===== config.mk =====
export PLATFORM = sky130hd
export DESIGN_NAME = uwv_sqrt_cell
export DESIGN_NICKNAME = d
export VERILOG_FILES = /design/src/uwv_pkg.sv /design/src/uwv_sqrt_cell.sv
export SDC_FILE = /design/constraint.sdc
export NUM_CORES = 1
export LEC_CHECK = 0
export BUFFER_PORTS_ARGS = -buffer_cell sky130_fd_sc_hd__buf_2
export CORE_MARGIN = 1
export CORE_UTILIZATION = 44
export DETAILED_ROUTE_END_ITERATION = 7
export PLACE_DENSITY = 0.76
export SYNTH_ARGS = -nofsm -noshare
export SYNTH_HDL_FRONTEND = slang
export SYNTH_SLANG_ARGS = --single-unit

===== constraint.sdc =====
create_clock -name clk -period 3.1 [get_ports clk]
set_clock_uncertainty 0.1 [all_clocks]
set_input_delay 0.62 -clock clk [delete_from_list [all_inputs] [get_ports clk]]
set_output_delay 0.62 -clock clk [all_outputs]
set_load 0.005 [all_outputs]

===== src/uwv_pkg.sv =====
package uwv_pkg;

  localparam int TIME_W  = 24;
  localparam int PATH_W  = 20;
  localparam int COMP_W  = 18;
  localparam int DIR_W   = 15;
  localparam int STAT_W  = 2;
  localparam int PD_W    = 44;
  localparam int PP_W    = 48;
  localparam int HALF_W  = 22;
  localparam int PART_W  = 42;
  localparam int NUM_W   = 64;
  localparam int DEN_W   = 49;
  localparam int REM_W   = 67;
  localparam int Q_W     = 18;
  localparam int SQ_W    = 36;
  localparam int CX_W    = 32;
  localparam int ANG_W   = 24;
  localparam int TAB_LEN = 24;

  localparam logic [PATH_W-1:0] PATH_RESET = 20'd200000;
  localparam logic [19:0] SCALE_MICRO = 20'd1000000;
  localparam logic signed [COMP_W-1:0] COMP_MAX = 18'sd131071;
  localparam logic signed [COMP_W-1:0] COMP_MIN = -18'sd131072;
  localparam logic signed [DIR_W-1:0] DIR_MAX = 15'sd9000;
  localparam logic signed [DIR_W-1:0] DIR_MIN = -15'sd9000;

  localparam logic [STAT_W-1:0] STAT_OK   = 2'd0;
  localparam logic [STAT_W-1:0] STAT_ZERO = 2'd1;
  localparam logic [STAT_W-1:0] STAT_SAT  = 2'd2;

  localparam logic REG_X_PATH = 1'b0;
  localparam logic REG_Y_PATH = 1'b1;

  typedef struct packed {
    logic zero;
    logic neg_x;
    logic neg_y;
    logic ovf_x;
    logic ovf_y;
  } div_sb_t;

  typedef struct packed {
    logic                     zero;
    logic                     sat;
    logic signed [COMP_W-1:0] vx;
    logic signed [COMP_W-1:0] vy;
    logic signed [CX_W-1:0]   x0;
    logic signed [CX_W-1:0]   y0;
    logic [COMP_W-1:0]        mag;
  } post_sb_t;

  // atan(2^-i) in 1/256 hundredths of a degree.
  function automatic logic signed [ANG_W-1:0] atan_tab(input int unsigned i);
    logic signed [ANG_W-1:0] a;
    unique case (i)
      0: a = 24'sd1152000;
      1: a = 24'sd680065;
      2: a = 24'sd359328;
      3: a = 24'sd182400;
      4: a = 24'sd91554;
      5: a = 24'sd45822;
      6: a = 24'sd22916;
      7: a = 24'sd11459;
      8: a = 24'sd5730;
      9: a = 24'sd2865;
      10: a = 24'sd1432;
      11: a = 24'sd716;
      12: a = 24'sd358;
      13: a = 24'sd179;
      14: a = 24'sd90;
      15: a = 24'sd45;
      16: a = 24'sd22;
      17: a = 24'sd11;
      18: a = 24'sd6;
      19: a = 24'sd3;
      20: a = 24'sd1;
      21: a = 24'sd1;
      default: a = 24'sd0;
    endcase
    return a;
  endfunction

endpackage


===== src/uwv_sqrt_cell.sv =====
module uwv_sqrt_cell
  import uwv_pkg::*;
#(
  parameter int BIT = 0
) (
  input  logic              clk,
  input  logic              rst,
  input  logic              in_valid,
  input  logic [SQ_W-1:0]   in_rem,
  input  logic [COMP_W-1:0] in_root,
  output logic              out_valid,
  output logic [SQ_W-1:0]   out_rem,
  output logic [COMP_W-1:0] out_root
);

  logic [SQ_W+1:0] trial;
  logic            ge;

  assign trial = ({{(SQ_W+2-COMP_W){1'b0}}, in_root} << (BIT + 1))
               + ({{(SQ_W+1){1'b0}}, 1'b1} << (2 * BIT));
  assign ge    = {2'b00, in_rem} >= trial;

  always_ff @(posedge clk) begin
    if (rst) begin
      out_valid <= 1'b0;
    end else begin
      out_valid <= in_valid;
    end
    out_rem  <= ge ? in_rem - trial[SQ_W-1:0] : in_rem;
    out_root <= in_root | (ge ? {{(COMP_W-1){1'b0}}, 1'b1} << BIT : {COMP_W{1'b0}});
  end

endmodule


==> flow_summary.toml, run 1 <==
[routing]
antenna_left = 0
routed_wl_mm = 7.603
drc = 0
vias = 2826
via_per_inst = 5.083
first_iter_violations = 141
firstDrtPassIters = 4
avgRoutedWirePerCell_um = 13.67

[setup_path]
crit_required_ns = 3.20
critPathLaunchType = "input port"
cp-end-kind = "flip-flop"
critPathKind = "in2reg"
crit_start = "in_rem[23]"
critPathMaxFanout = 16
crit_arrival_ns = 3.03

[sta]
fmax_mhz = 341.9
layout_min_cycle_time_ns = 2.925
final_max_slew_viol_count = 0
setup-tns-final_ns = 0
relSlewSlack_pct = 63.99
worstMarginPinSlew_ns = 0.5265
finalHoldViolCount = 0
finalSetupViolations = 0
post-route-period-util_pct = 94.36
rsz0062_at_grt = "false"

[final_layout]
fin_nets = 557
area_growth_pct = 36.18
fin_util_pct = 63.81
antenna_cells = 0
stdcell_area_um2 = 3890
drive_above_1_share_pct = 35.55

[cts]
tritoncts = "yes"
htreeDepth = 2
cts_resized = 0
cts_sinks = 55
clock_path_buffers = 2
cts_setup_buffers = 0
numCtsBuffers = 5
cts_root_buffer = "clkbuf_8"
clkTransAtPathRegs_ns = 0.10
holdBufCountCts = 0

[pwr]
power.density_nw_per_um2 = 439.2
p_leak_nw = 1.919
power.total_mw = 1.708
peakVddDrop_mv = 0.2402

[global_routing]
grt_pass1_wl_mm = 11.93
grt_max_degree = 17
grt_pass1_vias = 2573
antenna_found_initial = 0
overflow = 0
grt_usage_pct = 22.84

[run]
max-cap-violations = 0

[floorplan]
floorplan.rows = 28
ioPinCount = 112
dieArea_um2 = 6819
die_h_um = 82.58
die_x_um = 82.58
core-area_um2 = 6096
initial_core_util_pct = 46.86

[place]
dp_hpwl_mm = 6.247
place_area_um2 = 3777
portBuffers = 111
gp_congestion = 0.9507

[synth]
seq_area_frac_synth_pct = 38.55
synth_area_leaders = "dfxtp_1 39%, ha_1 8.3%, nand2_1 5.5%"
yosysTopAreaCell = "dfxtp_1"
synthTopCellsByCount = "55 x dfxtp_1, 42 x nand2_1, 21 x inv_1, 21 x o21ai_0"
yosys_most_used_dff = "dfxtp_1"
synthArstFlopShare_pct = 0
synth_area_um2 = 2856
synth-seq-cells = 55
synth_warnings = 0
synth_edf_count = 0
synth_top_area_share_pct = 38.55
synth_fp_nets = 405
synth.avg_cell_area_um2 = 8.709
synthesis.instances = 328
synth_cell_types = 53
synth_most_common_cell = "dfxtp_1"

[outcome]
status = "completed"

[hold_path]
hp-class = "in2reg"
min_from = "in_root[1]"
[kinds of logic (layout without fill, tap and decap cells)]
family / count (synthesis) / count (layout) / synth area share [%]
fa+ha+maj: 20 / 20 / 9.023
buf+inv: 33 / 186 / 5.475
compound gates: 76 / 76 / 17.30
simple gates: 111 / 111 / 19.36
xor+xnor: 31 / 31 / 9.505
mux: 2 / 2 / 0.7884
flops: 55 / 55 / 38.55
[through the flow]
step / hold WS [ns] / setup WS (ns) / cells
6_report: 0.3208 / 0.1748 / 556
5_1_grt: 0.3081 / 0.006514 / 556
4_1_cts: 0.3135 / 0.1036 / 556
3_5_place_dp: 0.6369 / -0.1899 / 548
3_3_place_gp: 0.6373 / -0.2534 / 548
2_1_floorplan: 0.5477 / 0.006418 / 328
[report_power, final]
group	internal [mW]	leakage (nW)	total, mW	switching, mW
clock network	0.204	0.0505	0.433	0.229
registers	0.787	0.464	0.804	0.0174
logic	0.234	1.40	0.471	0.237
[routing by layer]
| metal | GRT usage [%] | share of wire [%] | vias to the layer above |
|---|---|---|---|
| met3 | 3.626 | 6.6 | 8 |
| met5 | 0 | 0 | - |
| met1 | 32.43 | 48 | 1257 |
| li1 | - | - | 1454 |
| met4 | 5.517 | 0.97 | 0 |
| met2 | 35.87 | 45 | 107 |
[worst paths after layout]
path                          end  slack, ns  cells after the start
worst min-delay path  out_root[1]       0.32                      1
worst max-delay path   out_rem[9]       0.17                      8
[area by class of cell]
type	instances	area (µm²)
fill	560	2206
multi-input combinational	240	1612
sequential	55	1101
timing repair buffer	157	900.9
clock buffer	7	96.34
tap	75	93.84
inverter	21	78.83
clock inverter	1	7.507
[registers in the layout, summed over array words and instances, names as in the netlist]
register / cells
out_root: 18
out_rem: 36
out_valid: 1
[cells in the final DEF (no fill, tap or decap), types with 9 or more instances in the layout]
cell type / synthesis / final
ha_1: 19 / 19
buf_2: 1 / 111
nand2_1: 42 / 42
inv_1: 21 / 21
buf_4: 1 / 46
xnor2_1: 14 / 14
xor2_1: 17 / 17
nor2_1: 19 / 19
o21ai_0: 21 / 21
a21oi_1: 14 / 14
a21o_1: 9 / 9
dfxtp_1: 55 / 55
[worst max-delay path, cell delays in order]
cell and delay [ns]:
buf_2 0.10, or4_1 0.53, or3_4 0.40, or4_4 0.43
a211oi_2 0.19, and2_1 0.20, buf_4 0.22, mux2_1 0.33
Power figures use the tool's default switching activity.
==> run 2: changes to the inputs <==
--- a/config.mk
+++ b/config.mk
@@ -6,10 +6,12 @@
 export NUM_CORES = 1
 export LEC_CHECK = 0
 export BUFFER_PORTS_ARGS = -buffer_cell sky130_fd_sc_hd__buf_2
+export CELL_PAD_IN_SITES_DETAIL_PLACEMENT = 1
+export CELL_PAD_IN_SITES_GLOBAL_PLACEMENT = 1
 export CORE_MARGIN = 1
-export CORE_UTILIZATION = 44
+export CORE_UTILIZATION = 32
 export DETAILED_ROUTE_END_ITERATION = 7
-export PLACE_DENSITY = 0.76
+export PLACE_DENSITY_LB_ADDON = 0.1
 export SYNTH_ARGS = -nofsm -noshare
 export SYNTH_HDL_FRONTEND = slang
 export SYNTH_SLANG_ARGS = --single-unit
==> run 2 against run 1 <==
- combinational power grew 7.2%
- power grew 9.8%
- clock power grew 30%
- setup slack gained 0.033 ns
- design area grew 4.4%
- utilization shrank 17 points
- critical path depth is the same
- non-clock buffer count grew 12
- wire length grew 16%
- worst hold slack lost 0.0052 ns
==> flow_summary.toml, run 2 (synthesis gave the netlist of run 1 again) <==
[global_routing]
use_met3_pct = 3.521
antenna_found_initial = 0
overflow = 0
grt_use_met2_pct = 31.46
grt_max_degree = 18
grt_pass1_vias = 2855
top_usage_layer = "met2"
grt_pass1_wl_mm = 13.91
use_met1_pct = 26.65
grt_usage_pct = 19.49

[routing]
vias = 2914
routed_wl_mm = 8.855
drc = 0
avgRoutedWirePerCell_um = 14.73
via_per_inst = 4.849
antenna_left = 0
first_iter_violations = 92
firstDrtPassIters = 4

[final_layout]
top_register = "out_rem"
fin_nets = 569
drive_above_1_share_pct = 37.32
largest_reg_flops = 36
antenna_cells = 0
area_growth_pct = 42.14
stdcell_area_um2 = 4060
final_common_cell = "buf_2"
fillers = 1094
final_cells = 601
reg_top3 = "out_rem (36), out_root (18), out_valid (1)"
layout.cells.most_common_list = "111 x buf_2, 58 x buf_4, 55 x dfxtp_1"

[place]
portBuffers = 111
gp_congestion = 0.8633
place_area_um2 = 3909
dp.cells = 593
dp_hpwl_mm = 7.206

[floorplan]
die_h_um = 96.48
die_x_um = 96.48
floorplan.rows = 34
core-area_um2 = 8678
dieArea_um2 = 9308
ioPinCount = 112
initial_core_util_pct = 32.92

[hold_path]
min_to = "out_root[11]"
min_from = "in_root[11]"
hold_path_depth = 1
hp-class = "in2reg"

[setup_path]
critPathKind = "in2reg"
crit_required_ns = 3.20
crit_arrival_ns = 2.99
cp-end-kind = "flip-flop"
critPathMaxFanout = 13
critPathLaunchType = "input port"

[pwr]
power.total_mw = 1.876
peakVddDrop_mv = 0.2258
p_leak_nw = 1.993
power.density_nw_per_um2 = 462.0

[sta]
worstMarginPinSlew_ns = 0.7211
rsz0062_at_grt = "false"
finalSetupViolations = 0
final_max_slew_viol_count = 0
post-route-period-util_pct = 93.31
finalHoldViolCount = 0
layout_min_cycle_time_ns = 2.893
relSlewSlack_pct = 51.30
fmax_mhz = 345.7

[cts]
clock_path_buffers = 2
htreeDepth = 2
cts_root_buffer = "clkbuf_8"
clkTransAtPathRegs_ns = 0.10
tritoncts = "yes"
cts_sinks = 55
numCtsBuffers = 5
holdBufCountCts = 0

[outcome]
status = "completed"

[run]
max-cap-violations = 0
run 2: changes by cell type in the layout (fill, tap and decap cells not counted), sizes merged:
cell,before,now
bufinv,0,2
buf,157,169
clkbuf,7,5
run 2: layout make-up:
class | count | area (µm²) | area share (%)
clock buffers | 5 | 68.82 | 1.695
clock inverters | 3 | 67.56 | 1.664
inverters | 21 | 78.83 | 1.941
multi-input cells | 240 | 1618 | 39.85
flip-flops and latches | 55 | 1101 | 27.12
well taps | 108 | 135.1 | 3.328
repair buffers | 169 | 991.0 | 24.41
run 2: routing by layer:
layer | vias to the layer above | wire length, µm | part of all wire [%]
met5 | - | 0 | 0
met4 | 0 | 71 | 0.80
met3 | 4 | 412 | 4.7
met2 | 78 | 4072 | 46
met1 | 1354 | 4298 | 49
li1 | 1478 | - | -
run 2: metrics by stage:
| stage | hold WS (ns) | setup TNS [ns] | setup WS [ns] | util, % |
|---|---|---|---|---|
| finish | 0.3156 | 0 | 0.2075 | 46.78 |
| global route | 0.2917 | 0 | 0.03548 | 46.78 |
| CTS | 0.3037 | 0 | 0.1087 | 46.61 |
| detailed placement | 0.6387 | -2.177 | -0.1741 | 45.04 |
| global placement | 0.6369 | -1.836 | -0.2792 | 45.04 |
| floorplan | 0.5477 | 0 | 0.006418 | - |
run 2: worst max-delay path by stage:
stage,startpoint,end,slack (ns),depth (start not counted)
CTS,in_root[1],out_rem[30],0.11,13
global placement,in_rem[1],out_rem[34],-0.28,9
detailed placement,in_root[1],out_rem[30],-0.17,13
floorplan,in_rem[20],out_rem[1],0.006,9
finish,in_rem[23],out_rem[9],0.21,8
global route,in_root[5],out_rem[35],0.04,12
run 2: repair_timing:
action,4_1_cts,5_1_grt
setup buffers,0,0
setup endpoints to repair,0,4
resized for setup,0,7
run 2: worst max-delay path, cell delays in order:
cell and delay (ns):
buf_2 0.10, or4_1 0.54, or3_4 0.41, or4_4 0.42, a211oi_2 0.18, and2_1 0.18
buf_4 0.21, mux2_1 0.34
run 2: report_power, final:
group	internal (mW)	switching (mW)
Combinational	0.253	0.252
Clock	0.322	0.243
Sequential	0.787	0.0187
==> run 3: changes to the inputs <==
--- a/config.mk
+++ b/config.mk
@@ -11,6 +11,7 @@
 export CORE_MARGIN = 1
 export CORE_UTILIZATION = 32
 export DETAILED_ROUTE_END_ITERATION = 7
+export GPL_TIMING_DRIVEN = 0
 export PLACE_DENSITY_LB_ADDON = 0.1
 export SYNTH_ARGS = -nofsm -noshare
 export SYNTH_HDL_FRONTEND = slang
==> run 3 against run 2 <==
- sequential share of layout area rose by 2.8 points
- flip-flop and latch count is the same
- non-clock buffer count fell by 49
- sequential power barely moved
- global-route usage shrank 1.0 points
- utilization is 4.4 points lower
- via count decreased by 6.1%
- worst hold slack better by 0.0015 ns
- setup slack got worse by 0.14 ns
- critical path depth grew 1
- count of clock-buffer cells in the layout grew 2
- die area unchanged
- critical path type unchanged
- critical endpoint unchanged
==> flow_summary.toml, run 3 (synthesis gave the netlist of run 1 again) <==
[outcome]
status = "completed"

[final_layout]
fin_nets = 520
multi_input_area_um2 = 1653
top_register = "out_rem"
final-seq-area_um2 = 1101
final_cells = 552
area_growth_pct = 28.65
antenna_cells = 0
reg_top3 = "out_rem (36), out_root (18), out_valid (1)"
drive_above_1_share_pct = 30.41
largest_reg_flops = 36
final_common_cell = "buf_2"
fillers = 1122
layout.cells.most_common_list = "109 x buf_2, 55 x dfxtp_1, 42 x nand2_1"
fin_util_pct = 42.34

[place]
dp_hpwl_mm = 6.628
dp.cells = 545
dpl_worst_slack_ns = -0.5897
portBuffers = 109
gp_congestion = 0.8273

[routing]
firstDrtPassIters = 4
vias = 2737
via_per_inst = 4.958
drc = 0
routed_wl_mm = 8.261
first_iter_violations = 50
antenna_left = 0
avgRoutedWirePerCell_um = 14.97

[global_routing]
grt_pass1_vias = 2739
overflow = 0
grt_max_degree = 16
antenna_found_initial = 0
grt_usage_pct = 18.45
grt_pass1_wl_mm = 13.08

[sta]
relSlewSlack_pct = 52.95
finalHoldViolCount = 0
layout_min_cycle_time_ns = 3.031
post-route-period-util_pct = 97.77
finalSetupViolations = 0
rsz0062_at_grt = "true"
fmax_mhz = 329.9
final_max_slew_viol_count = 0
worstMarginPinSlew_ns = 0.6967
setup-tns-final_ns = 0
fin_ws_ns = 0.06923

[run]
max-cap-violations = 0

[setup_path]
critPathCapture = "out_rem[9]"
critPathMaxFanout = 10
cp-end-kind = "flip-flop"
crit_start = "in_rem[22]"
crit_required_ns = 3.20
crit_arrival_ns = 3.13
critPathLaunchType = "input port"
critPathKind = "in2reg"

[cts]
clkTransAtPathRegs_ns = 0.10
numCtsBuffers = 5
tritoncts = "yes"
htreeDepth = 2
cts_root_buffer = "clkbuf_8"
cts_sinks = 55
holdBufCountCts = 0
clock_path_buffers = 2

[pwr]
p_leak_nw = 1.751
power.density_nw_per_um2 = 441.5
peakVddDrop_mv = 0.1654

[hold_path]
hp-class = "in2reg"

[floorplan]
ioPinCount = 112
core-area_um2 = 8678
floorplan.rows = 34
die_x_um = 96.48
initial_core_util_pct = 32.92
die_h_um = 96.48
dieArea_um2 = 9308
==> run 3: area by class of cell <==
cell class	instances	area share, %
well taps	108	3.677
inverters	21	2.145
clock buffers	7	2.077
flip-flops and latches	55	29.96
repair buffers	110	15.05
plain buffers	10	1.975
multi-input cells	240	44.98
clock inverters	1	0.1362
==> run 3: worst max-delay path, cell delays in order <==
cell	delay [ns]
buf_2	0.13
or4_1	0.52
or3_4	0.41
or4_4	0.43
a211oi_2	0.22
and2_4	0.19
buf_6	0.12
buf_8	0.15
mux2_1	0.33
==> run 3: what timing repair did <==
item                                    CTS  global route
pin swaps                                 1             4
endpoints found under the setup margin    7            10
setup buffers                             0             1
gates resized for setup                  10             5
cloned                                    0             0
==> run 3: how the worst min path moves through the flow <==
stage,startpoint,to,depth (start not counted)
floorplan,in_root[10],out_root[10],0
global placement,in_root[7],out_root[7],1
detailed placement,in_root[7],out_root[7],1
CTS,in_root[1],out_root[1],1
global route,in_root[3],out_root[3],1
finish,in_root[1],out_root[1],1
==> run 3: where the power goes <==
part | switching [mW] | internal, mW
clock network | 0.230 | 0.159
logic | 0.232 | 0.198
registers | 0.0168 | 0.787
total | 0.478 | 1.14
==> run 3: stage by stage <==
stage	hold WS, ns	cell area (µm²)	total power [mW]
final	0.3171	3675	1.623
after global routing	0.3011	3675	1.743
after detailed placement	0.6389	3543	1.243
after floorplan	0.5477	2863	1.056
after global placement	0.6373	3543	1.235
after CTS	0.3061	3664	1.653
==> run 3: layer usage <==
layer	up-vias	track usage, %	part of all wire (%)
met3	6	2.895	4.6
met1	1278	24.06	48
li1	1383	-	-
met2	70	31.98	46
met4	0	3.799	0.82
met5	-	0	0
