`config.mk`:
```
export PLATFORM = sky130hd
export DESIGN_NAME = uwv_div_cell
export DESIGN_NICKNAME = d
export VERILOG_FILES = /design/src/uwv_pkg.sv /design/src/uwv_div_cell.sv
export SDC_FILE = /design/constraint.sdc
export NUM_CORES = 1
export LEC_CHECK = 0
export BUFFER_PORTS_ARGS = -buffer_cell sky130_fd_sc_hd__buf_2
export CORE_AREA = 2 2 134 136
export CTS_CLUSTER_SIZE = 12
export DETAILED_ROUTE_END_ITERATION = 8
export DIE_AREA = 0 0 136 138
export PLACE_DENSITY_LB_ADDON = 0.25
export RECOVER_POWER = 50
export REMOVE_ABC_BUFFERS = 1
export SLEW_MARGIN = 30
export SYNTH_ARGS = -nofsm -noshare
export SYNTH_HDL_FRONTEND = slang
export SYNTH_SLANG_ARGS = --single-unit
```
`constraint.sdc`:
```
create_clock -name clk -period 6.5 [get_ports clk]
set_clock_uncertainty 0.05 [all_clocks]
set_input_delay 0.975 -clock clk [delete_from_list [all_inputs] [get_ports clk]]
set_output_delay 0.975 -clock clk [all_outputs]
set_load 0.01 [all_outputs]
```
`src/uwv_pkg.sv`:
```
package uwv_pkg;

  localparam int TIME_W  = 24;
  localparam int PATH_W  = 20;
  localparam int COMP_W  = 18;
  localparam int DIR_W   = 15;
  localparam int STAT_W  = 2;
  localparam int PD_W    = 44;
  localparam int PP_W    = 48;
  localparam int HALF_W  = 22;
  localparam int PART_W  = 42;
  localparam int NUM_W   = 64;
  localparam int DEN_W   = 49;
  localparam int REM_W   = 67;
  localparam int Q_W     = 18;
  localparam int SQ_W    = 36;
  localparam int CX_W    = 32;
  localparam int ANG_W   = 24;
  localparam int TAB_LEN = 24;

  localparam logic [PATH_W-1:0] PATH_RESET = 20'd200000;
  localparam logic [19:0] SCALE_MICRO = 20'd1000000;
  localparam logic signed [COMP_W-1:0] COMP_MAX = 18'sd131071;
  localparam logic signed [COMP_W-1:0] COMP_MIN = -18'sd131072;
  localparam logic signed [DIR_W-1:0] DIR_MAX = 15'sd9000;
  localparam logic signed [DIR_W-1:0] DIR_MIN = -15'sd9000;

  localparam logic [STAT_W-1:0] STAT_OK   = 2'd0;
  localparam logic [STAT_W-1:0] STAT_ZERO = 2'd1;
  localparam logic [STAT_W-1:0] STAT_SAT  = 2'd2;

  localparam logic REG_X_PATH = 1'b0;
  localparam logic REG_Y_PATH = 1'b1;

  typedef struct packed {
    logic zero;
    logic neg_x;
    logic neg_y;
    logic ovf_x;
    logic ovf_y;
  } div_sb_t;

  typedef struct packed {
    logic                     zero;
    logic                     sat;
    logic signed [COMP_W-1:0] vx;
    logic signed [COMP_W-1:0] vy;
    logic signed [CX_W-1:0]   x0;
    logic signed [CX_W-1:0]   y0;
    logic [COMP_W-1:0]        mag;
  } post_sb_t;

  // atan(2^-i) in 1/256 hundredths of a degree.
  function automatic logic signed [ANG_W-1:0] atan_tab(input int unsigned i);
    logic signed [ANG_W-1:0] a;
    unique case (i)
      0: a = 24'sd1152000;
      1: a = 24'sd680065;
      2: a = 24'sd359328;
      3: a = 24'sd182400;
      4: a = 24'sd91554;
      5: a = 24'sd45822;
      6: a = 24'sd22916;
      7: a = 24'sd11459;
      8: a = 24'sd5730;
      9: a = 24'sd2865;
      10: a = 24'sd1432;
      11: a = 24'sd716;
      12: a = 24'sd358;
      13: a = 24'sd179;
      14: a = 24'sd90;
      15: a = 24'sd45;
      16: a = 24'sd22;
      17: a = 24'sd11;
      18: a = 24'sd6;
      19: a = 24'sd3;
      20: a = 24'sd1;
      21: a = 24'sd1;
      default: a = 24'sd0;
    endcase
    return a;
  endfunction

endpackage

```
`src/uwv_div_cell.sv`:
```
module uwv_div_cell
  import uwv_pkg::*;
#(
  parameter int BIT = 0
) (
  input  logic             clk,
  input  logic             rst,
  input  logic             in_valid,
  input  logic [REM_W-1:0] in_rem,
  input  logic [DEN_W-1:0] in_den,
  input  logic [Q_W-1:0]   in_q,
  output logic             out_valid,
  output logic [REM_W-1:0] out_rem,
  output logic [DEN_W-1:0] out_den,
  output logic [Q_W-1:0]   out_q
);

  logic [REM_W-1:0] trial;
  logic             ge;

  assign trial = {{(REM_W-DEN_W){1'b0}}, in_den} << BIT;
  assign ge    = in_rem >= trial;

  always_ff @(posedge clk) begin
    if (rst) begin
      out_valid <= 1'b0;
    end else begin
      out_valid <= in_valid;
    end
    out_den <= in_den;
    out_rem <= ge ? in_rem - trial : in_rem;
    out_q   <= in_q | (ge ? {{(Q_W-1){1'b0}}, 1'b1} << BIT : {Q_W{1'b0}});
  end

endmodule

```
==> results of run 1 <==
[cell type report]
| cell class | count | area share [%] |
|---|---|---|
| Clock inverter | 14 | 1.85 |
| Timing Repair Buffer | 272 | 14.2 |
| Inverter | 55 | 2.34 |
| Sequential cell | 135 | 30.6 |
| Clock buffer | 18 | 4.86 |
| Tap cell | 229 | 3.24 |
| Multi-Input combinational cell | 598 | 42.9 |
[flip-flops by register name, indices dropped and copies added (netlist names)]
register / cells
out_den: 49
out_q: 18
out_rem: 67
out_valid: 1
[power by group through the flow]
stage               combinational (W)  sequential (W)  clock [W]
floorplan                    0.000291         0.00103          0
global placement             0.000582        0.000967          0
detailed placement           0.000584        0.000967          0
CTS                          0.000588        0.000950    0.00100
global route                 0.000635        0.000960    0.00104
finish                       0.000572        0.000951   0.000984
[logic make-up (layout without fill, tap and decap cells)]
| kind of cell | after synthesis | after routing | synth area share [%] |
|---|---|---|---|
| simple gates | 264 | 264 | 18.2 |
| xor+xnor | 62 | 62 | 8.04 |
| compound gates | 218 | 218 | 19.2 |
| flops | 135 | 135 | 39.4 |
| buf+inv | 87 | 359 | 5.30 |
| mux | 4 | 4 | 0.639 |
| fa+ha+maj | 50 | 50 | 9.24 |
[worst max path at each step]
| stage | from | to | cells past startpoint |
|---|---|---|---|
| final | in_rem[0] | out_rem[58] | 14 |
| after global routing | in_rem[0] | out_rem[62] | 14 |
| after CTS | in_rem[0] | out_rem[58] | 14 |
| after detailed placement | in_rem[0] | out_rem[58] | 14 |
| after global placement | in_rem[38] | out_rem[21] | 11 |
| after floorplan | in_den[38] | out_rem[1] | 10 |
[through the flow]
stage / setup WS [ns] / util, % / instance area [um2] / hold WS, ns / power [W]
2_1_floorplan: 1.57 / - / 6700 / 0.953 / 0.00132
3_3_place_gp: 1.64 / 47.6 / 8350 / 1.03 / 0.00155
3_5_place_dp: 1.72 / 47.6 / 8350 / 1.03 / 0.00155
4_1_cts: 2.13 / 51.0 / 8940 / 0.587 / 0.00254
5_1_grt: 1.72 / 50.4 / 8840 / 0.580 / 0.00263
6_report: 2.08 / 50.4 / 8840 / 0.598 / 0.00251
[cell usage after synthesis (2+ instances only)]
master / count
sky130_fd_sc_hd__a211oi_1: 7
sky130_fd_sc_hd__nor3_1: 18
sky130_fd_sc_hd__and3_1: 6
sky130_fd_sc_hd__nand2b_1: 6
sky130_fd_sc_hd__xor2_1: 25
sky130_fd_sc_hd__nand4_1: 16
sky130_fd_sc_hd__or2_2: 4
sky130_fd_sc_hd__o211ai_1: 7
sky130_fd_sc_hd__nand2_1: 108
sky130_fd_sc_hd__a21oi_1: 65
sky130_fd_sc_hd__mux2_2: 3
sky130_fd_sc_hd__nor2b_1: 7
sky130_fd_sc_hd__inv_1: 55
sky130_fd_sc_hd__nand3_1: 19
sky130_fd_sc_hd__clkbuf_1: 16
sky130_fd_sc_hd__or4_1: 4
sky130_fd_sc_hd__dfxtp_1: 135
sky130_fd_sc_hd__buf_2: 11
sky130_fd_sc_hd__nor2_1: 50
sky130_fd_sc_hd__a221oi_1: 2
sky130_fd_sc_hd__a311oi_1: 3
sky130_fd_sc_hd__a31oi_1: 7
sky130_fd_sc_hd__ha_1: 49
sky130_fd_sc_hd__xnor2_1: 36
sky130_fd_sc_hd__a21boi_0: 3
sky130_fd_sc_hd__o21bai_1: 6
sky130_fd_sc_hd__a21o_1: 9
sky130_fd_sc_hd__o21ba_2: 2
sky130_fd_sc_hd__and2_1: 8
sky130_fd_sc_hd__buf_4: 4
sky130_fd_sc_hd__o21a_1: 7
sky130_fd_sc_hd__o21ai_0: 75
sky130_fd_sc_hd__o21ai_1: 4
sky130_fd_sc_hd__o31ai_1: 6
sky130_fd_sc_hd__nor4_1: 9
[layer usage]
metal | global-route usage [%] | share of wire [%] | vias to the layer above
met3 | 5.83 | 7.6 | 31
met4 | 5.70 | 1.7 | 2
met1 | 27.2 | 46 | 2942
met5 | 0 | 0.065 | -
met2 | 33.1 | 45 | 248
li1 | - | - | 3382
==> summary by stage, run 1 <==
Critical path
The signal on the critical path passes through buf_2 -> inv_1 -> ha_1 -> inv_1 -> fa_1 -> a211oi_1 -> o21ai_0 -> a41oi_1 -> a21oi_1 -> o2111ai_1 -> a21boi_0 -> a311oi_1 -> nand3_1 -> xnor2_1. The slowest stage cell on the critical path is sky130_fd_sc_hd__a311oi_1. The critical path's largest stage delay is 0.69 ns. The cell occurring most often along the worst timing path is sky130_fd_sc_hd__inv_1. The critical path capture point type is a register. The critical path class is input port to register. The data arrival time of the critical path is 4.68 ns. The peak fanout along the critical path is 5. For the worst setup path, the data required time is 6.76 ns.

The gate family responsible for the most delay along the worst path is compound AO/OA/AOI/OAI gates. STA classifies the critical path startpoint as an input port. The count of buffering cells on the critical path with inverters included is 3.

Final layout
The synthesis-to-finish area growth is 29.0%. The count of non-filler cells in the finished layout is 1321. The multi-input combinational cells in the finished layout cover a total of 3790 um2.

The top cell types in the final layout, fill and taps aside, are 186 x sky130_fd_sc_hd__buf_2, 135 x sky130_fd_sc_hd__dfxtp_1, 108 x sky130_fd_sc_hd__nand2_1, 86 x sky130_fd_sc_hd__clkbuf_1, 75 x sky130_fd_sc_hd__o21ai_0. Of the cells placed in the final design, the portion with a size suffix greater than 1 is a little over a fifth. The sequential cell area in the final layout is 2700 um2. The number of nets in the finished design is 1266.

Counting the fill cells in the layout gives 1781. The library cell used most frequently in the layout, excluding fill and tap cells, is sky130_fd_sc_hd__buf_2. The number of antenna repair diodes is 0.

Flow run
The max-cap check violation count is 0.

Clock tree
The H-tree depth is 4. The clock tree root buffer cell is sky130_fd_sc_hd__clkbuf_16. In this run, CTS created clock tree buffers numbering 17. The buffer levels on the longest clock path is 2. Once the clock tree was built, the resizer swapped 0 gates to a different size. The TritonCTS clock tree is built. Clock-pin slew was measured on the worst setup and hold paths at 0.06 ns. Hold repair after CTS inserted 0 buffers. CTS saw 135 sinks.

The buffer count from post-CTS setup fixing is 0.

Floorplanning
The initialized floorplan defines around 50 standard-cell rows. The die extent in x is 136 um. For this configuration, the core starts out at a cell density of between 30% and 40%. The die covers roughly 19000 um2. The number of top-level pins is 272. The placeable core region is 17500 um2. The vertical die dimension is about 140 um.

Power
The internal power of the cells totals 0.00173 W. The sequential fraction of design power is between 30% and 40%. The reported leakage power is 3.95 nW.

The reported net switching power is 0.000773 W. The share of power burned in the clock network is between 30% and 40%. Net switching is 30.8% of the power. The worst-case vdd ir drop is 0.000177 V. Per report_power, the combinational group accounts for 22.8% of the total.

The total power per unit cell area is roughly 280 nW/um2.

Global routing
The via count of the first global-routing pass is 6317. The global-route wire length before repair is 30.8 mm. The initial antenna violation count is 1. The pin count of the biggest net entering global routing is 65. The overall fraction of global-route tracks in use is between 20% and 30%. The total overflow reported by the global router is 0.

Timing
In this run the tightest slew margin relative to its limit is 48.0%. Dividing the final minimum period by the clock period gives ~70%. The count of endpoints failing hold in the final timing report is 0.

Timing would allow up to 226 MHz. The final setup violation count is 0. The max-slew violation count was 0. At the pin with the least slew margin, the transition time is 0.775 ns.

The final-layout setup total negative slack is 0 ns. Setup repair after global routing left no endpoint under its margin. Subtracting the final worst setup slack from the clock period gives between 4 and 5 ns.

Synth
Counting flops and latches in the post-synthesis netlist gives about 140. Sequential elements use 39.4% of the synthesized area. In this run, distinct cell masters in the synthesized netlist total 63. A synthesized cell averages 8.36 um2. Of all flip-flops after synthesis, the portion carrying an async set or reset was 0%. The synthesized design contains 0 enable-type register cells. The post-synthesis instance total is 820. Summed over all instances, the cell type with the most area after synthesis is sky130_fd_sc_hd__dfxtp_1.

The warning count from the yosys run is 0. Summed over its instances, the top area cell type makes up between 30% and 40% of the synthesized netlist area. The cell area that synthesis handed to floorplanning was 6850 um2. Yosys attributes the largest share of cell area to sky130_fd_sc_hd__dfxtp_1 39%, sky130_fd_sc_hd__ha_1 8.9%, sky130_fd_sc_hd__nand2_1 5.9%. The dominant register cell in the synthesized netlist is sky130_fd_sc_hd__dfxtp_1.

Placement
Detailed placement ended at an HPWL of 15.9 mm. After detailed placement, the design holds a cell count of 1289. The count of buffers inserted at the top-level ports is 271. The final weighted congestion in routability-driven placement is 0.911.

Run status
The flow ran to the end, and the final reports show no timing, DRC or antenna violations.

Detailed routing
After detailed routing, the average wire length per cell comes to 15.0 um. The first detailed-routing pass ran for 5 iterations. For this run, design rule violations remaining after detail routing come to 0. The number of antenna-violating nets in the routed design is 0. The violation count after the first detailed-routing iteration is 462.

For this block, the routed nets add up to 19.9 mm of wire. The average vias per placed instance is 5.00. Detailed routing inserted a total of 6605 vias.

Worst hold path
Along the worst hold path, the cell count comes to 1. The tightest min-delay check is of the input port to register type. The origin of the worst min-delay path is in_q[10]. The end of the worst hold path is out_q[10].
Note: power is estimated with default switching activity, not from simulation.
==> inputs of run 2 (changes only) <==
- ABC_AREA: unset -> 1
- CORE_AREA: 2 2 134 136 -> 2 2 154 156
- DIE_AREA: 0 0 136 138 -> 0 0 156 158
- clock period: 6.5 -> 4.6 ns (I/O delays scaled with it)
==> run 2 against run 1 <==
Compared with the run above: combinational power up 78%; global-route usage up 6.7 points; power up 51%; sequential power up 41%; critical path type unchanged; critical path depth up 1; sequential cell count unchanged; wire length up 70%; sequential share of layout area down 6.3 points; cell area up 26%; highest routed layer is now met4.
==> summary by stage, run 2 <==
Run status
The flow ran to the end, and the final reports show no timing, DRC or antenna violations.

Final layout
The register with the most flip-flops in the layout has 67 of them. Of the cells placed in the final design, the portion with a size suffix greater than 1 is 15.9%. The largest registers in the layout are out_rem: 67 flops, out_den: 49 flops, out_q: 18 flops. In the layout the commonest cells are 527 x sky130_fd_sc_hd__nand2_1, 304 x sky130_fd_sc_hd__inv_1, 189 x sky130_fd_sc_hd__buf_2, 135 x sky130_fd_sc_hd__dfxtp_1, 115 x sky130_fd_sc_hd__nor2_1. The final layout contains approximately 1.9k nets. Ranked by flip-flop count, first place goes to out_rem. The synthesis-to-finish area growth is 23.2%. The number of antenna diodes in the final layout is 0. Leaving out fill and tap cells, the most frequent cell in the layout is sky130_fd_sc_hd__nand2_1.

Once layout is done, the placed cells without fillers occupy about 11000 um2.

Power
Power comes to around 0.0038 W. Across the VDD grid, the largest voltage drop is 0.000221 V. The internal power consumption is 0.00248 W. Of the total power, registers draw 35.2%. The switching fraction of total power is between 30% and 40%.

The combinational power share is 26.9%. The clock network burns 37.9% of the power. Summed over all cells, the static leakage comes to 6.14 nW. The total power per unit cell area is 341 nW/um2. The analysis attributes to net switching a power of 0.00131 W.

Timing
The part of the cycle the worst path needs is 67.7%. The count of endpoints failing hold in the final timing report is 0. Setup repair after global routing left no endpoint under its margin. Adding up every negative setup slack in the final design gives 0 ns. The max-slew violation count is 0. The transition time of the tightest slew-check pin is 0.714 ns. After layout, the worst setup slack is ~1.5 ns. Static timing analysis puts the maximum clock frequency at 321 MHz. The worst relative slew slack is a little over half. The worst path in the final design needs a cycle of 3.11 ns, including I/O delays and setup. Hold is met by between 0.2 and 0.3 ns. The final setup violation count is 0.

Floorplanning
The initial utilization of the core area, before any placement, comes to 39.1%. The die area is around 25000 um2. In this run the standard cell core region covers 23100 um2. The die extent in x is 156 um. The vertical die dimension is 158 um.

The row count is 56. about 270 I/O pins were placed.

Synth
The most frequent cell after synthesis is sky130_fd_sc_hd__nand2_1. Yosys attributes the largest share of cell area to sky130_fd_sc_hd__dfxtp_1 30%, sky130_fd_sc_hd__nand2_1 22%, sky130_fd_sc_hd__inv_1 13%. The post-synthesis instance total is 1464. In the synthesized netlist the dominant register cell turns out to be sky130_fd_sc_hd__dfxtp_1. The synthesized netlist contains 37 unique library cells. A synthesized cell averages 6.16 um2. Summed over its instances, the top area cell type makes up between 20 and 30% of the synthesized netlist area. The commonest cells after synthesis are 527 x sky130_fd_sc_hd__nand2_1, 304 x sky130_fd_sc_hd__inv_1, 135 x sky130_fd_sc_hd__dfxtp_1. The synthesized design contains 135 register bits. Counting flops with an async set or reset pin after synthesis yields a share of 0%. The biggest area consumer among synthesized cells is sky130_fd_sc_hd__dfxtp_1.

The warning count from the yosys run is 0. The number of enable-type register cells in the synthesized netlist is 0. The combined area of all synthesized cells is 9020 um2. The portion of the post-synthesis area used by sequential elements is 30.0%.

Detailed routing
The violation count after the first detailed-routing iteration is 739. The number of antenna-violating nets in the routed design is 0. The final routed wirelength across all metal layers is roughly 34 mm. The total DRC errors in the routed layout is 0. Using the TritonRoute via totals, the vias-per-cell ratio works out to roughly 4.7.

The number of optimization iterations in the first detailed-route pass is 6. After detailed routing, the average wire length per cell comes to 16.5 um. Summing over every cut layer, the via total after detailed routing is a little under 10k.

Clock tree
In this run the clock root is driven by a sky130_fd_sc_hd__clkbuf_16. Buffers inserted to repair hold after CTS numbered 0. TritonCTS created 17 clock buffers. The sink count of the clock tree is 135. The buffer count from post-CTS setup fixing is 0. Gates resized during post-CTS repair numbered 0. TritonCTS built the clock tree. The buffer levels on the longest clock path is 2. Clock-pin slew was measured on the worst setup and hold paths at around 0.07 ns. The H-tree was split into 4 levels.

Placement
The count of buffers inserted at the top-level ports is around 270. Timing analysis after detailed placement gives a worst setup slack of 1.09 ns. The final weighted congestion in routability-driven placement is between 0.8 and 0.9. The HPWL after detailed placement is between 20 and 30 mm. The instance area at placement is 10600 um2.

Global routing
The global-route wire length before repair is 50.4 mm. The total overflow reported by the global router is 0. The via count of the first global-routing pass came to 8981. For this run, the total global-route usage over all layers was measured as 27.3%. The pin count of the biggest net entering global routing is 82.

The initial antenna violation count is 0.

Critical path
The data required time at the worst endpoint is 4.91 ns. STA classifies the critical path startpoint as an input port. Of all nets on the critical path, the largest fanout is 81. The setup path with the least slack is of type input port to register. For the worst setup path, the data arrival time is 3.43 ns. The critical path capture point type is a register.

Flow run
Max-cap violations in this run came to 0.

Worst hold path
The class of the tightest hold or removal check is input port to register.
==> run 2: cell types whose count changed in the layout (fill, tap and decap cells not counted), moves of 7 or more <==
cell	previous run	this run
sky130_fd_sc_hd__nand3_1	19	71
sky130_fd_sc_hd__a31oi_1	7	0
sky130_fd_sc_hd__a21o_1	9	0
sky130_fd_sc_hd__nor2b_1	7	0
sky130_fd_sc_hd__nor2_2	0	9
sky130_fd_sc_hd__and2_1	8	0
sky130_fd_sc_hd__o21ai_2	1	31
sky130_fd_sc_hd__o21ai_0	75	27
sky130_fd_sc_hd__a211oi_1	7	0
sky130_fd_sc_hd__nand4_1	16	24
sky130_fd_sc_hd__nand2_1	108	527
sky130_fd_sc_hd__nor2_1	50	115
sky130_fd_sc_hd__xor2_1	25	2
sky130_fd_sc_hd__inv_1	55	304
==> run 2: layout make-up <==
| cell class | count | area [um2] |
|---|---|---|
| multi-input combinational | 1010 | 5040 |
| clock inverter | 14 | 166 |
| tap | 290 | 363 |
| clock buffer | 18 | 429 |
| fill | 2548 | 11900 |
| sequential | 135 | 2700 |
| timing repair buffer | 271 | 1250 |
| inverter | 308 | 1160 |
==> run 2: metrics by stage <==
step	util [%]	std cells
after floorplan	-	1453
after global placement	46.1	2014
after detailed placement	46.1	2014
after CTS	48.7	2046
after global routing	48.2	2046
final	48.2	2046
==> run 2: logic make-up after synthesis <==
| group | count (synthesis) | share of synthesized area, % |
|---|---|---|
| buffers and inverters | 319 | 14.2 |
| flip-flops | 135 | 30.0 |
| AO/OA/AOI/OAI | 131 | 8.84 |
| XOR/XNOR | 33 | 3.20 |
| AND/OR/NAND/NOR | 796 | 36.8 |
| adder cells (fa/ha/maj) | 50 | 7.02 |
==> run 2: final timing paths <==
| path | start | endpoint | slack, ns | cells past startpoint |
|---|---|---|---|---|
| setup / recovery | in_rem[17] | out_rem[17] | 1.49 | 15 |
| hold / removal | in_q[5] | out_q[5] | 0.30 | 1 |
==> run 2: critical path, cell delays in order <==
cell                      delay, ns
sky130_fd_sc_hd__buf_2         0.11
sky130_fd_sc_hd__ha_1          0.35
sky130_fd_sc_hd__nand2_1       0.14
sky130_fd_sc_hd__inv_1         0.05
sky130_fd_sc_hd__nand2_1       0.06
sky130_fd_sc_hd__nand2_1       0.08
sky130_fd_sc_hd__a21oi_1       0.31
sky130_fd_sc_hd__nand3_2       0.23
sky130_fd_sc_hd__nand2_1       0.13
sky130_fd_sc_hd__nand2_2       0.10
sky130_fd_sc_hd__nand2_4       0.12
sky130_fd_sc_hd__nand2_8       0.19
sky130_fd_sc_hd__inv_6         0.57
sky130_fd_sc_hd__nand2_1       0.15
sky130_fd_sc_hd__o21ai_2       0.09
==> run 2: routing by layer <==
layer	up-vias	routed length, um	global-route usage (%)
li1	5033	-	-
met1	4293	15800	38.3
met2	347	15000	44.5
met3	36	2260	3.53
met4	0	563	6.86
met5	-	0	0
==> run 2: power groups by stage <==
stage	Combinational, W	Sequential, W	Clock (W)
floorplan	0.000543	0.00144	0
global placement	0.00103	0.00136	0
detailed placement	0.00103	0.00136	0
CTS	0.00104	0.00134	0.00146
global route	0.00113	0.00135	0.00150
finish	0.00102	0.00134	0.00144
